<file path="config.mk">
export PLATFORM = sky130hd
export DESIGN_NAME = leb128_zigzag_varint_decoder
export DESIGN_NICKNAME = d
export VERILOG_FILES = /design/src/rtl/core/lzv_pkg.sv /design/src/rtl/core/lzv_cfg.sv /design/src/rtl/core/lzv_dec.sv /design/src/rtl/core/leb128_zigzag_varint_decoder.sv
export SDC_FILE = /design/constraint.sdc
export NUM_CORES = 1
export LEC_CHECK = 0
export CORE_MARGIN = 4
export CORE_UTILIZATION = 50
export CTS_BUF_LIST = sky130_fd_sc_hd__clkbuf_4 sky130_fd_sc_hd__clkbuf_8
export DETAILED_ROUTE_END_ITERATION = 10
export DONT_BUFFER_PORTS = 1
export PLACE_DENSITY = 0.63
export SYNTH_ARGS = -nofsm -noshare
export SYNTH_HDL_FRONTEND = slang
export SYNTH_SLANG_ARGS = --single-unit
</file>
<file path="constraint.sdc">
create_clock -name i_clk -period 11 [get_ports i_clk]
set_clock_uncertainty 0.2 [all_clocks]
set_input_delay 2.2 -clock i_clk [delete_from_list [all_inputs] [get_ports i_clk]]
set_output_delay 2.2 -clock i_clk [all_outputs]
set_load 0.01 [all_outputs]
</file>
<file path="src/rtl/core/lzv_pkg.sv">
// Package for the LEB128 / zigzag varint decoder.
// Holds shared widths, status and register codes, the result struct and the zigzag function.
// No dependencies.
package lzv_pkg;

    localparam int unsigned VALUE_W  = 64;
    localparam int unsigned COUNT_W  = 4;
    localparam int unsigned SHIFT_W  = 6;
    localparam int unsigned MODE_W   = 2;
    localparam int unsigned APB_AW   = 3;
    localparam int unsigned APB_DW   = 32;

    localparam logic [6:0]          GROUP_MASK = 7'h7f;
    localparam int unsigned         CONT_BIT   = 7;
    localparam int unsigned         SIGN_BIT   = 6;
    localparam logic [COUNT_W-1:0]  MAX_BYTES  = 4'd10;
    localparam logic [SHIFT_W-1:0]  GROUP_BITS = 6'd7;

    // Register word index 0 holds the decode mode.
    localparam logic [APB_AW-1:2]   REG_DECODE_MODE = 1'b0;
    localparam logic [MODE_W-1:0]   MODE_RESET      = 2'd1;
    // Bit 1 of the mode selects the unsigned form with zigzag, bit 0 adds zigzag to signed.
    localparam int unsigned         MODE_UNSIGNED_BIT = 1;
    localparam int unsigned         MODE_ZIGZAG_BIT   = 0;

    typedef enum logic [1:0] {
        ST_OK       = 2'd0,
        ST_TRUNC    = 2'd1,
        ST_OVERFLOW = 2'd2
    } t_status;

    typedef struct packed {
        logic [VALUE_W-1:0] value;
        logic [COUNT_W-1:0] byte_count;
        t_status            status;
    } t_result;

    function automatic logic [VALUE_W-1:0] zigzag(input logic [VALUE_W-1:0] n);
        return (n >> 1) ^ {VALUE_W{n[0]}};
    endfunction

endpackage

</file>
<file path="src/rtl/core/lzv_cfg.sv">
// APB-style configuration register for the varint decoder (decode mode).
// Depends on lzv_pkg.
module lzv_cfg
    import lzv_pkg::*;
(
    input  logic              i_clk,
    input  logic              i_rst_n,
    input  logic              psel,
    input  logic              penable,
    input  logic              pwrite,
    input  logic [APB_AW-1:0] paddr,
    input  logic [APB_DW-1:0] pwdata,
    output logic [APB_DW-1:0] prdata,
    output logic              pready,
    output logic [MODE_W-1:0] o_mode
);

    logic [MODE_W-1:0] r_mode;
    logic              w_hit;

    assign w_hit  = (paddr[APB_AW-1:2] == REG_DECODE_MODE);
    assign pready = 1'b1;
    assign o_mode = r_mode;

    always_ff @(posedge i_clk) begin
        if (!i_rst_n) begin
            r_mode <= MODE_RESET;
        end else if (psel && penable && pwrite && pready && w_hit) begin
            r_mode <= pwdata[MODE_W-1:0];
        end
    end

    always_comb begin
        prdata = '0;
        if (w_hit) begin
            prdata = {{(APB_DW-MODE_W){1'b0}}, r_mode};
        end
    end

endmodule

</file>
<file path="src/rtl/core/lzv_dec.sv">
// Decode stage: holds the accumulator state and turns one registered byte into a
// state update and, when the value or the buffer ends or it overflows, a result. Depends on lzv_pkg.
module lzv_dec
    import lzv_pkg::*;
(
    input  logic              i_clk,
    input  logic              i_rst_n,
    input  logic              i_take,
    input  logic [7:0]        i_byte,
    input  logic              i_last,
    input  logic [MODE_W-1:0] i_mode,
    output logic              o_emit,
    output t_result           o_res
);

    logic [VALUE_W-1:0] r_acc;
    logic [SHIFT_W-1:0] r_bit_shift;
    logic [COUNT_W-1:0] r_bytes_seen;

    logic [VALUE_W-1:0] w_acc;
    logic [COUNT_W-1:0] w_count;
    logic [6:0]         w_end_shift;
    logic [VALUE_W-1:0] w_signed;
    logic [VALUE_W-1:0] w_value;
    logic               w_cont;
    logic               w_overflow;

    assign w_acc       = r_acc | ({{(VALUE_W-7){1'b0}}, i_byte[6:0] & GROUP_MASK} << r_bit_shift);
    assign w_count     = r_bytes_seen + 1'b1;
    // Seven bits per byte: 8*count - count.
    assign w_end_shift = {w_count, 3'b000} - {3'b000, w_count};
    assign w_cont      = i_byte[CONT_BIT];
    assign w_overflow  = w_cont && (w_count >= MAX_BYTES);

    always_comb begin
        w_signed = w_acc;
        // A ten-byte value fills all 64 bits and is never sign-extended.
        if (!w_end_shift[6] && i_byte[SIGN_BIT]) begin
            w_signed = w_acc | ({VALUE_W{1'b1}} << w_end_shift[5:0]);
        end
        if (i_mode[MODE_UNSIGNED_BIT]) begin
            w_value = zigzag(w_acc);
        end else if (i_mode[MODE_ZIGZAG_BIT]) begin
            w_value = zigzag(w_signed);
        end else begin
            w_value = w_signed;
        end
    end

    always_comb begin
        o_emit = !w_cont || w_overflow || i_last;
        priority if (w_overflow) begin
            o_res = '{value: '0, byte_count: MAX_BYTES, status: ST_OVERFLOW};
        end else if (w_cont) begin
            o_res = '{value: '0, byte_count: '0, status: ST_TRUNC};
        end else begin
            o_res = '{value: w_value, byte_count: w_count, status: ST_OK};
        end
    end

    always_ff @(posedge i_clk) begin
        if (!i_rst_n) begin
            r_acc        <= '0;
            r_bit_shift  <= '0;
            r_bytes_seen <= '0;
        end else if (i_take) begin
            if (o_emit) begin
                r_acc        <= '0;
                r_bit_shift  <= '0;
                r_bytes_seen <= '0;
            end else begin
                r_acc        <= w_acc;
                r_bit_shift  <= r_bit_shift + GROUP_BITS;
                r_bytes_seen <= w_count;
            end
        end
    end

endmodule

</file>
<file path="src/rtl/core/leb128_zigzag_varint_decoder.sv">
// Top level of the LEB128 / zigzag varint decoder: input register, decode stage,
// result register and configuration port. Depends on lzv_pkg, lzv_cfg and lzv_dec.
//
//  Channel   Port group          Word contents
//  --------  ------------------  ------------------------------------------------
//  in        s_axis_*            tdata[7:0] data_byte; tlast last_in_buffer
//  out       m_axis_*            tdata[63:0] value, [67:64] byte_count; tuser status
//  config    psel/penable/...    register 0 at byte address 0: decode_mode[1:0]
//
// The block takes one byte per cycle unless a stalled output holds it back: a byte
// is first held in the input register and, if it ends a value, its result is then
// registered in the result register, which drives the output word.
// Reset is synchronous and active low; it clears the accumulator, the valid flags
// and sets decode_mode to 1. A stalled output only holds back the input register
// when the byte waiting there would produce a result; continuation bytes keep
// flowing into the accumulator while a finished result waits to be taken.
module leb128_zigzag_varint_decoder
    import lzv_pkg::*;
(
    input  logic              i_clk,
    input  logic              i_rst_n,
    // Input stream; tdata bits from the lowest: data_byte[7:0].
    input  logic              s_axis_tvalid,
    output logic              s_axis_tready,
    input  logic [7:0]        s_axis_tdata,
    input  logic              s_axis_tlast,
    // Result stream; tdata bits from the lowest: value[63:0], byte_count[67:64], zero pad.
    output logic              m_axis_tvalid,
    input  logic              m_axis_tready,
    output logic [71:0]       m_axis_tdata,
    // tuser bits from the lowest: status[1:0].
    output logic [1:0]        m_axis_tuser,
    // Configuration port.
    input  logic              psel,
    input  logic              penable,
    input  logic              pwrite,
    input  logic [APB_AW-1:0] paddr,
    input  logic [APB_DW-1:0] pwdata,
    output logic [APB_DW-1:0] prdata,
    output logic              pready
);

    logic              r_in_valid;
    logic [7:0]        r_in_byte;
    logic              r_in_last;
    logic              r_out_valid;
    t_result           r_out_res;

    logic [MODE_W-1:0] w_mode;
    logic              w_emit;
    t_result           w_res;
    logic              w_out_free;
    logic              w_take;

    lzv_cfg u_cfg (
        .i_clk   (i_clk),
        .i_rst_n (i_rst_n),
        .psel    (psel),
        .penable (penable),
        .pwrite  (pwrite),
        .paddr   (paddr),
        .pwdata  (pwdata),
        .prdata  (prdata),
        .pready  (pready),
        .o_mode  (w_mode)
    );

    lzv_dec u_dec (
        .i_clk   (i_clk),
        .i_rst_n (i_rst_n),
        .i_take  (w_take),
        .i_byte  (r_in_byte),
        .i_last  (r_in_last),
        .i_mode  (w_mode),
        .o_emit  (w_emit),
        .o_res   (w_res)
    );

    // The result register is free when empty or being drained this cycle.
    assign w_out_free    = !r_out_valid || m_axis_tready;
    // A byte leaves the input register unless its result has nowhere to go.
    assign w_take        = r_in_valid && (!w_emit || w_out_free);
    assign s_axis_tready = !r_in_valid || w_take;

    always_ff @(posedge i_clk) begin
        if (!i_rst_n) begin
            r_in_valid <= 1'b0;
        end else if (s_axis_tready) begin
            r_in_valid <= s_axis_tvalid;
        end
    end

    always_ff @(posedge i_clk) begin
        if (s_axis_tvalid && s_axis_tready) begin
            r_in_byte <= s_axis_tdata;
            r_in_last <= s_axis_tlast;
        end
    end

    always_ff @(posedge i_clk) begin
        if (!i_rst_n) begin
            r_out_valid <= 1'b0;
        end else if (w_take && w_emit) begin
            r_out_valid <= 1'b1;
        end else if (m_axis_tready) begin
            r_out_valid <= 1'b0;
        end
    end

    always_ff @(posedge i_clk) begin
        if (w_take && w_emit) begin
            r_out_res <= w_res;
        end
    end

    assign m_axis_tvalid = r_out_valid;
    assign m_axis_tdata  = {4'b0000, r_out_res.byte_count, r_out_res.value};
    assign m_axis_tuser  = r_out_res.status;

endmodule

</file>
-- Yosys cells after proc, flatten, opt, wreduce, memory -nomap -nowiden
Index checks and enable logic that the tools add are counted.
- add/sub/neg operators: 3
- order comparisons: 1
- shift-type cells: 2
- muxes and demuxes: 10
- bitwise gates (word level): 5
- reduce and logical (&&, ||, !) cells: 20
- operator list (cell ; count):
    $mux W64 ; 4
    $or A64 B64 Y64 ; 2
    $xor A63 B64 Y64 ; 2
    $shl A64 B6 Y64 const A ; 1
    $shl A7 B6 Y64 ; 1
    $mux W6 ; 2
    $logic_and A1 B1 Y1 ; 8
    $sub A7 B4 Y7 ; 1
    $add A6 B3 Y6 const B ; 1
    $logic_not A1 Y1 ; 5
    $logic_or A1 B1 Y1 ; 5
    $add A4 B1 Y4 const B ; 1
    $ge A4 B4 Y1 const B ; 1
    $mux W4 ; 1
    $mux W1 ; 2
    $mux W2 ; 1
    $reduce_bool A2 Y1 ; 1
    $reduce_or A2 Y1 ; 1
    $not A1 Y1 ; 1
- flip-flop bits (word level): 157
- input port bits: 51
- output and inout port bits: 109
- word-level logic and storage cells: 53

-- Depth between registers and ports, before layout
- word-level depth: 10
- gate-level depth with buffers: 13
- depth with buffers taken out: 12

-- By module
Synthesis repeated with hierarchy kept, for this count alone.
- cell total of the unflattened synthesis: 1100
- area total of the unflattened synthesis: 9851.9 µm²
- modules (own cells, without submodules) (module ; times used ; cells each ; area an instance (µm²) ; sequential area each (µm²)):
    lzv_dec ; 1 ; 960 ; 6976.7 ; 1481.4
    leb128_zigzag_varint_decoder ; 1 ; 96 ; 2523.7 ; 2412.3
    lzv_cfg ; 1 ; 44 ; 351.6 ; 40.0

-- Least setup slack after synthesis
No wires, ideal clock.
- path kind: input to register
- start point: input m_axis_tready
- end point: register r_out_res (netlist bit m_axis_tdata[0]) (enable)
- library setup time: 499 ps
- arrival time: 5448 ps
- data required time: 10301 ps
- slack: 4853 ps
- stages on the path: 3
- buffers on the path: 0
- path through: nand2b_1 -> o21ai_1 -> nor2_1
- longest elaborated chain between the ends: 4
- ends and longest elaborated chain (what ; RTL line ; RTL):
    start, declared ; leb128_zigzag_varint_decoder.sv:29 ; input logic m_axis_tready,
    $logic_or A1 B1 Y1 ; leb128_zigzag_varint_decoder.sv:80 ; assign w_out_free = !r_out_valid || m_axis_tready;
    $logic_or A1 B1 Y1 ; leb128_zigzag_varint_decoder.sv:82 ; assign w_take = r_in_valid && (!w_emit || w_out_free);
    $logic_and A1 B1 Y1 ; leb128_zigzag_varint_decoder.sv:82 ;
    $logic_and A1 B1 Y1 ; leb128_zigzag_varint_decoder.sv:111 ; if (w_take && w_emit) begin
    end signal, assigned ; leb128_zigzag_varint_decoder.sv:112 ; r_out_res <= w_res;
    end, declared ; leb128_zigzag_varint_decoder.sv:47 ; t_result r_out_res;
No other way between the ends.
A chain may end at the register's enable or synchronous reset.

-- Worst setup path after layout
- start point: register u_dec.r_bytes_seen[0]
- end point: output s_axis_tready
- longest elaborated chain between the ends: 9
- ends and longest elaborated chain (what ; RTL line ; RTL):
    start, declared ; lzv_dec.sv:18 ; logic [COUNT_W-1:0] r_bytes_seen;
    start signal, assigned ; lzv_dec.sv:74 ; r_bytes_seen <= w_count;
    $add A4 B1 Y4 ; lzv_dec.sv:29 ; assign w_count = r_bytes_seen + 1'b1;
    named net u_dec.w_count[2] ; lzv_dec.sv:21 ; logic [COUNT_W-1:0] w_count;
    $ge A4 B4 Y1 ; lzv_dec.sv:33 ; assign w_overflow = w_cont && (w_count >= MAX_BYTES);
    $logic_and A1 B1 Y1 ; lzv_dec.sv:33 ;
    $logic_or A1 B1 Y1 (2 in series) ; lzv_dec.sv:51 ; o_emit = !w_cont || w_overflow || i_last;
    $logic_not A1 Y1 ; leb128_zigzag_varint_decoder.sv:82 ;
    $logic_or A1 B1 Y1 ; leb128_zigzag_varint_decoder.sv:82 ;
    $logic_and A1 B1 Y1 ; leb128_zigzag_varint_decoder.sv:82 ;
    $logic_or A1 B1 Y1 ; leb128_zigzag_varint_decoder.sv:83 ; assign s_axis_tready = !r_in_valid || w_take;
    end, declared ; leb128_zigzag_varint_decoder.sv:24 ; output logic s_axis_tready,
The timed path passes the listed nets, and every way through them passes these cells.

==> run metrics <==
Post-Syn Area 9840 µm²; Max stage delay cell, worst path a211oi_2; P per Cell Area around 130 nW/µm²; post-synthesis compound-gate area fraction about a quarter; floorplan row count 51; Max-Cap Viols 0; CTS sink count roughly 160; outcome finished, violations left; Starting Density between 50% and 60%; Worst-path clk slew about 0.09 ns; VDD IR max between 0.08 and 0.09 mV; Async SR Flop Fraction 0%; Pre-antenna DRT Iters 9; Detail Route Antenna Nets 0; Primary FF master, synth edfxtp_1; Longest Clk Path Bufs 2; die area 22000 µm²; diode count 0; critical path's most frequent cell inv_1; post-synthesis sequential element count 157; Hold Buf Count CTS 0; Post-Synth Adder-Cell Area under 10%; DRC viols 2; Max transition margin between 10% and 20%; synth unique cells just under 80; simple-gate share of the synthesized area 15.1%; Critical Path Max Stage Delay 0.61 ns; total placed cells including tap cells ~1300; CTS buffer count 17; mux contribution to synthesized area 4.24%; wire per inst ~23 µm; Remaining Overflow, GRT 0; Yosys top cell area share approximately 24%; RePlAce Congestion 1.00; Final setup viols 0; f_max 0.174 GHz; unrepaired setup endpoints after global routing false; CP Launch Type register; Final min period 5.73 ns; endpoint class of the critical path output pin; post-synth top area cell edfxtp_1; Post-CTS Setup Inserts 0; failing checks design-rule violations; total track usage roughly 28%; WS Path Type register to output pin; Die Ht roughly 150 µm; CP required approximately 8.6 ns; Core ar. a little under 20000 µm²; clk_lat worst skew between 0.4 and 0.5 ns; vias in the first global route 7504; H-tree levels 4; Vias per Instance roughly 6.4; Worst Tran Pin Value 1.23 ns; Slew Limit Fails 0; fillers approximately 1900; P_leak around 3.4 nW; crit path cell chain ha_1 -> inv_1 -> ha_1 -> nor3_1 -> inv_1 -> a211oi_2 -> nand2b_1 -> nor2_1 -> inv_1; commonest non-fill, non-tap cell in the layout nor2_1; final-stage net count ~1100; largest net degree at the start of global routing roughly 70; Crit path max-delay family adder cells; die boundary width between 100 and 150 µm; Syn Area/Cell 8.82 µm²; largest family of logic cells by synthesized area compound AO/OA/AOI/OAI gates; final cell count without fillers about 1300; total number of vias about 8500; CTS tree built; HP Class register to register; Post-Synth XOR/XNOR Area around 7.3%; Detailed Place HPWL 22100 µm; io pins 160; post-synthesis sequential area ratio 40.0%; Post-synth EDFFs 79; main area contributors after synthesis edfxtp_1, dfxtp_1, xnor2_1; Core Util, Final between 50 and 60%; P&R area growth vs syn 3.91%; CP arrival 3.33 ns; Setup TNS Final 0 ns; initial DRC count ~1200; Synth warnings 0; WP buf/inv 3; Routed WL about 31000 µm; number of gates resized after CTS 0; layout cells sized above 1 between 8 and 9%; clk root buf clkbuf_8; initial antenna violation count 0; first-pass GRT wire length 47200 µm; Final period util between 50% and 60%; IO buf count 0; commonest non-fill, non-tap cells in the layout nor2_1, a21oi_1, xnor2_1, edfxtp_1, dfxtp_1; Fin. Hold Viols 0; worst-path fanout max 11; Mapped Cells ~1100
[state kept, by name, indices dropped and copies added, names as in the netlist]
| signal | count |
|---|---|
| m_axis_tdata | 68 |
| u_dec.r_acc | 64 |
| m_axis_tuser | 2 |
| r_in_byte | 8 |
| r_in_last | 1 |
| u_dec.r_bit_shift | 6 |
| m_axis_tvalid | 1 |
| r_in_valid | 1 |
| u_cfg.o_mode | 2 |
| u_dec.r_bytes_seen | 4 |
[worst reg2reg max path: stages, from the launching register on]
cell       delay [ns]
dfxtp_1          0.57
ha_1             0.32
inv_1            0.09
ha_1             0.37
or4_4            0.56
a221oi_2         0.40
a311o_1          0.93
o21ai_1          0.30
a2111oi_0        0.95
[synth_stat cells, types with 5 or more instances]
| library cell | n |
|---|---|
| inv_1 | 20 |
| or3_1 | 8 |
| a2111oi_0 | 5 |
| mux2i_1 | 21 |
| ha_1 | 8 |
| a31oi_1 | 33 |
| buf_1 | 5 |
| nand4_1 | 6 |
| clkbuf_1 | 56 |
| dfxtp_1 | 78 |
| o21ai_1 | 26 |
| nand2_1 | 48 |
| o31ai_1 | 6 |
| edfxtp_1 | 79 |
| a211oi_1 | 14 |
| nor2b_1 | 16 |
| nand3_1 | 14 |
| a211o_1 | 5 |
| xnor2_1 | 80 |
| or2_2 | 5 |
| nor2_1 | 121 |
| o221ai_1 | 13 |
| a21o_1 | 9 |
| o21a_1 | 8 |
| a221o_1 | 5 |
| buf_2 | 20 |
| a21oi_1 | 102 |
| buf_4 | 38 |
| a21boi_0 | 8 |
| mux2_2 | 8 |
| nand2b_1 | 9 |
| and2_1 | 12 |
| o21ai_0 | 58 |
| nor3_1 | 38 |
| nor4_1 | 15 |
| o211ai_1 | 9 |
| o22ai_1 | 16 |
| a22oi_1 | 25 |
[stage by stage]
| stage | instance area [µm²] | total power, mW | setup WS, ns | hold slack [ns] |
|---|---|---|---|---|
| CTS | 10200 | 1.37 | 5.30 | 0.275 |
| global route | 10200 | 1.42 | 4.97 | 0.297 |
| floorplan | 9960 | 0.892 | 4.85 | 0.237 |
| global placement | 9850 | 0.950 | 5.83 | 0.247 |
| finish | 10200 | 1.37 | 5.27 | 0.271 |
| detailed placement | 9850 | 0.953 | 5.83 | 0.255 |
[layout make-up]
class | count | area (µm²) | area share [%]
clock inverter | 12 | 106 | 1.04
timing repair buffer | 17 | 128 | 1.25
sequential | 157 | 3930 | 38.5
inverter | 22 | 82.6 | 0.808
multi-input combinational | 850 | 5380 | 52.6
tap | 265 | 332 | 3.24
clock buffer | 20 | 263 | 2.57
[path summary, 6_finish.rpt]
check	start	endpoint	slack, ns	depth (start not counted)
worst min-delay path	u_dec.r_acc[53]	u_dec.r_acc[53]	0.27	2
worst max register to register	u_dec.r_bytes_seen[0]	m_axis_tdata[48]	5.97	8
worst min register to register	u_dec.r_acc[53]	u_dec.r_acc[53]	0.27	2
worst max-delay path	u_dec.r_bytes_seen[0]	s_axis_tready	5.27	9
[routing by layer]
layer	global-route usage, %	vias up	part of all wire [%]	wire, µm
met3	7.89	83	10	3120
met2	40.4	496	43	13500
met1	40.8	4011	44	13600
met5	0	-	0	0
li1	-	3958	-	-
met4	9.01	0	3.2	1010
[logic make-up after synthesis]
group / count (synthesis)
compound gates: 381
mux: 35
fa+ha+maj: 8
other cells: 2
buf+inv: 141
xor+xnor: 82
flops: 157
simple gates: 309
[report_power, final]
part | internal, mW | total [mW] | switching, mW
sequential | 0.645 | 0.666 | 0.0213
combinational | 0.0955 | 0.279 | 0.183
clock | 0.191 | 0.422 | 0.231
total | 0.932 | 1.37 | 0.435
Note: power is estimated with default switching activity, not from simulation.
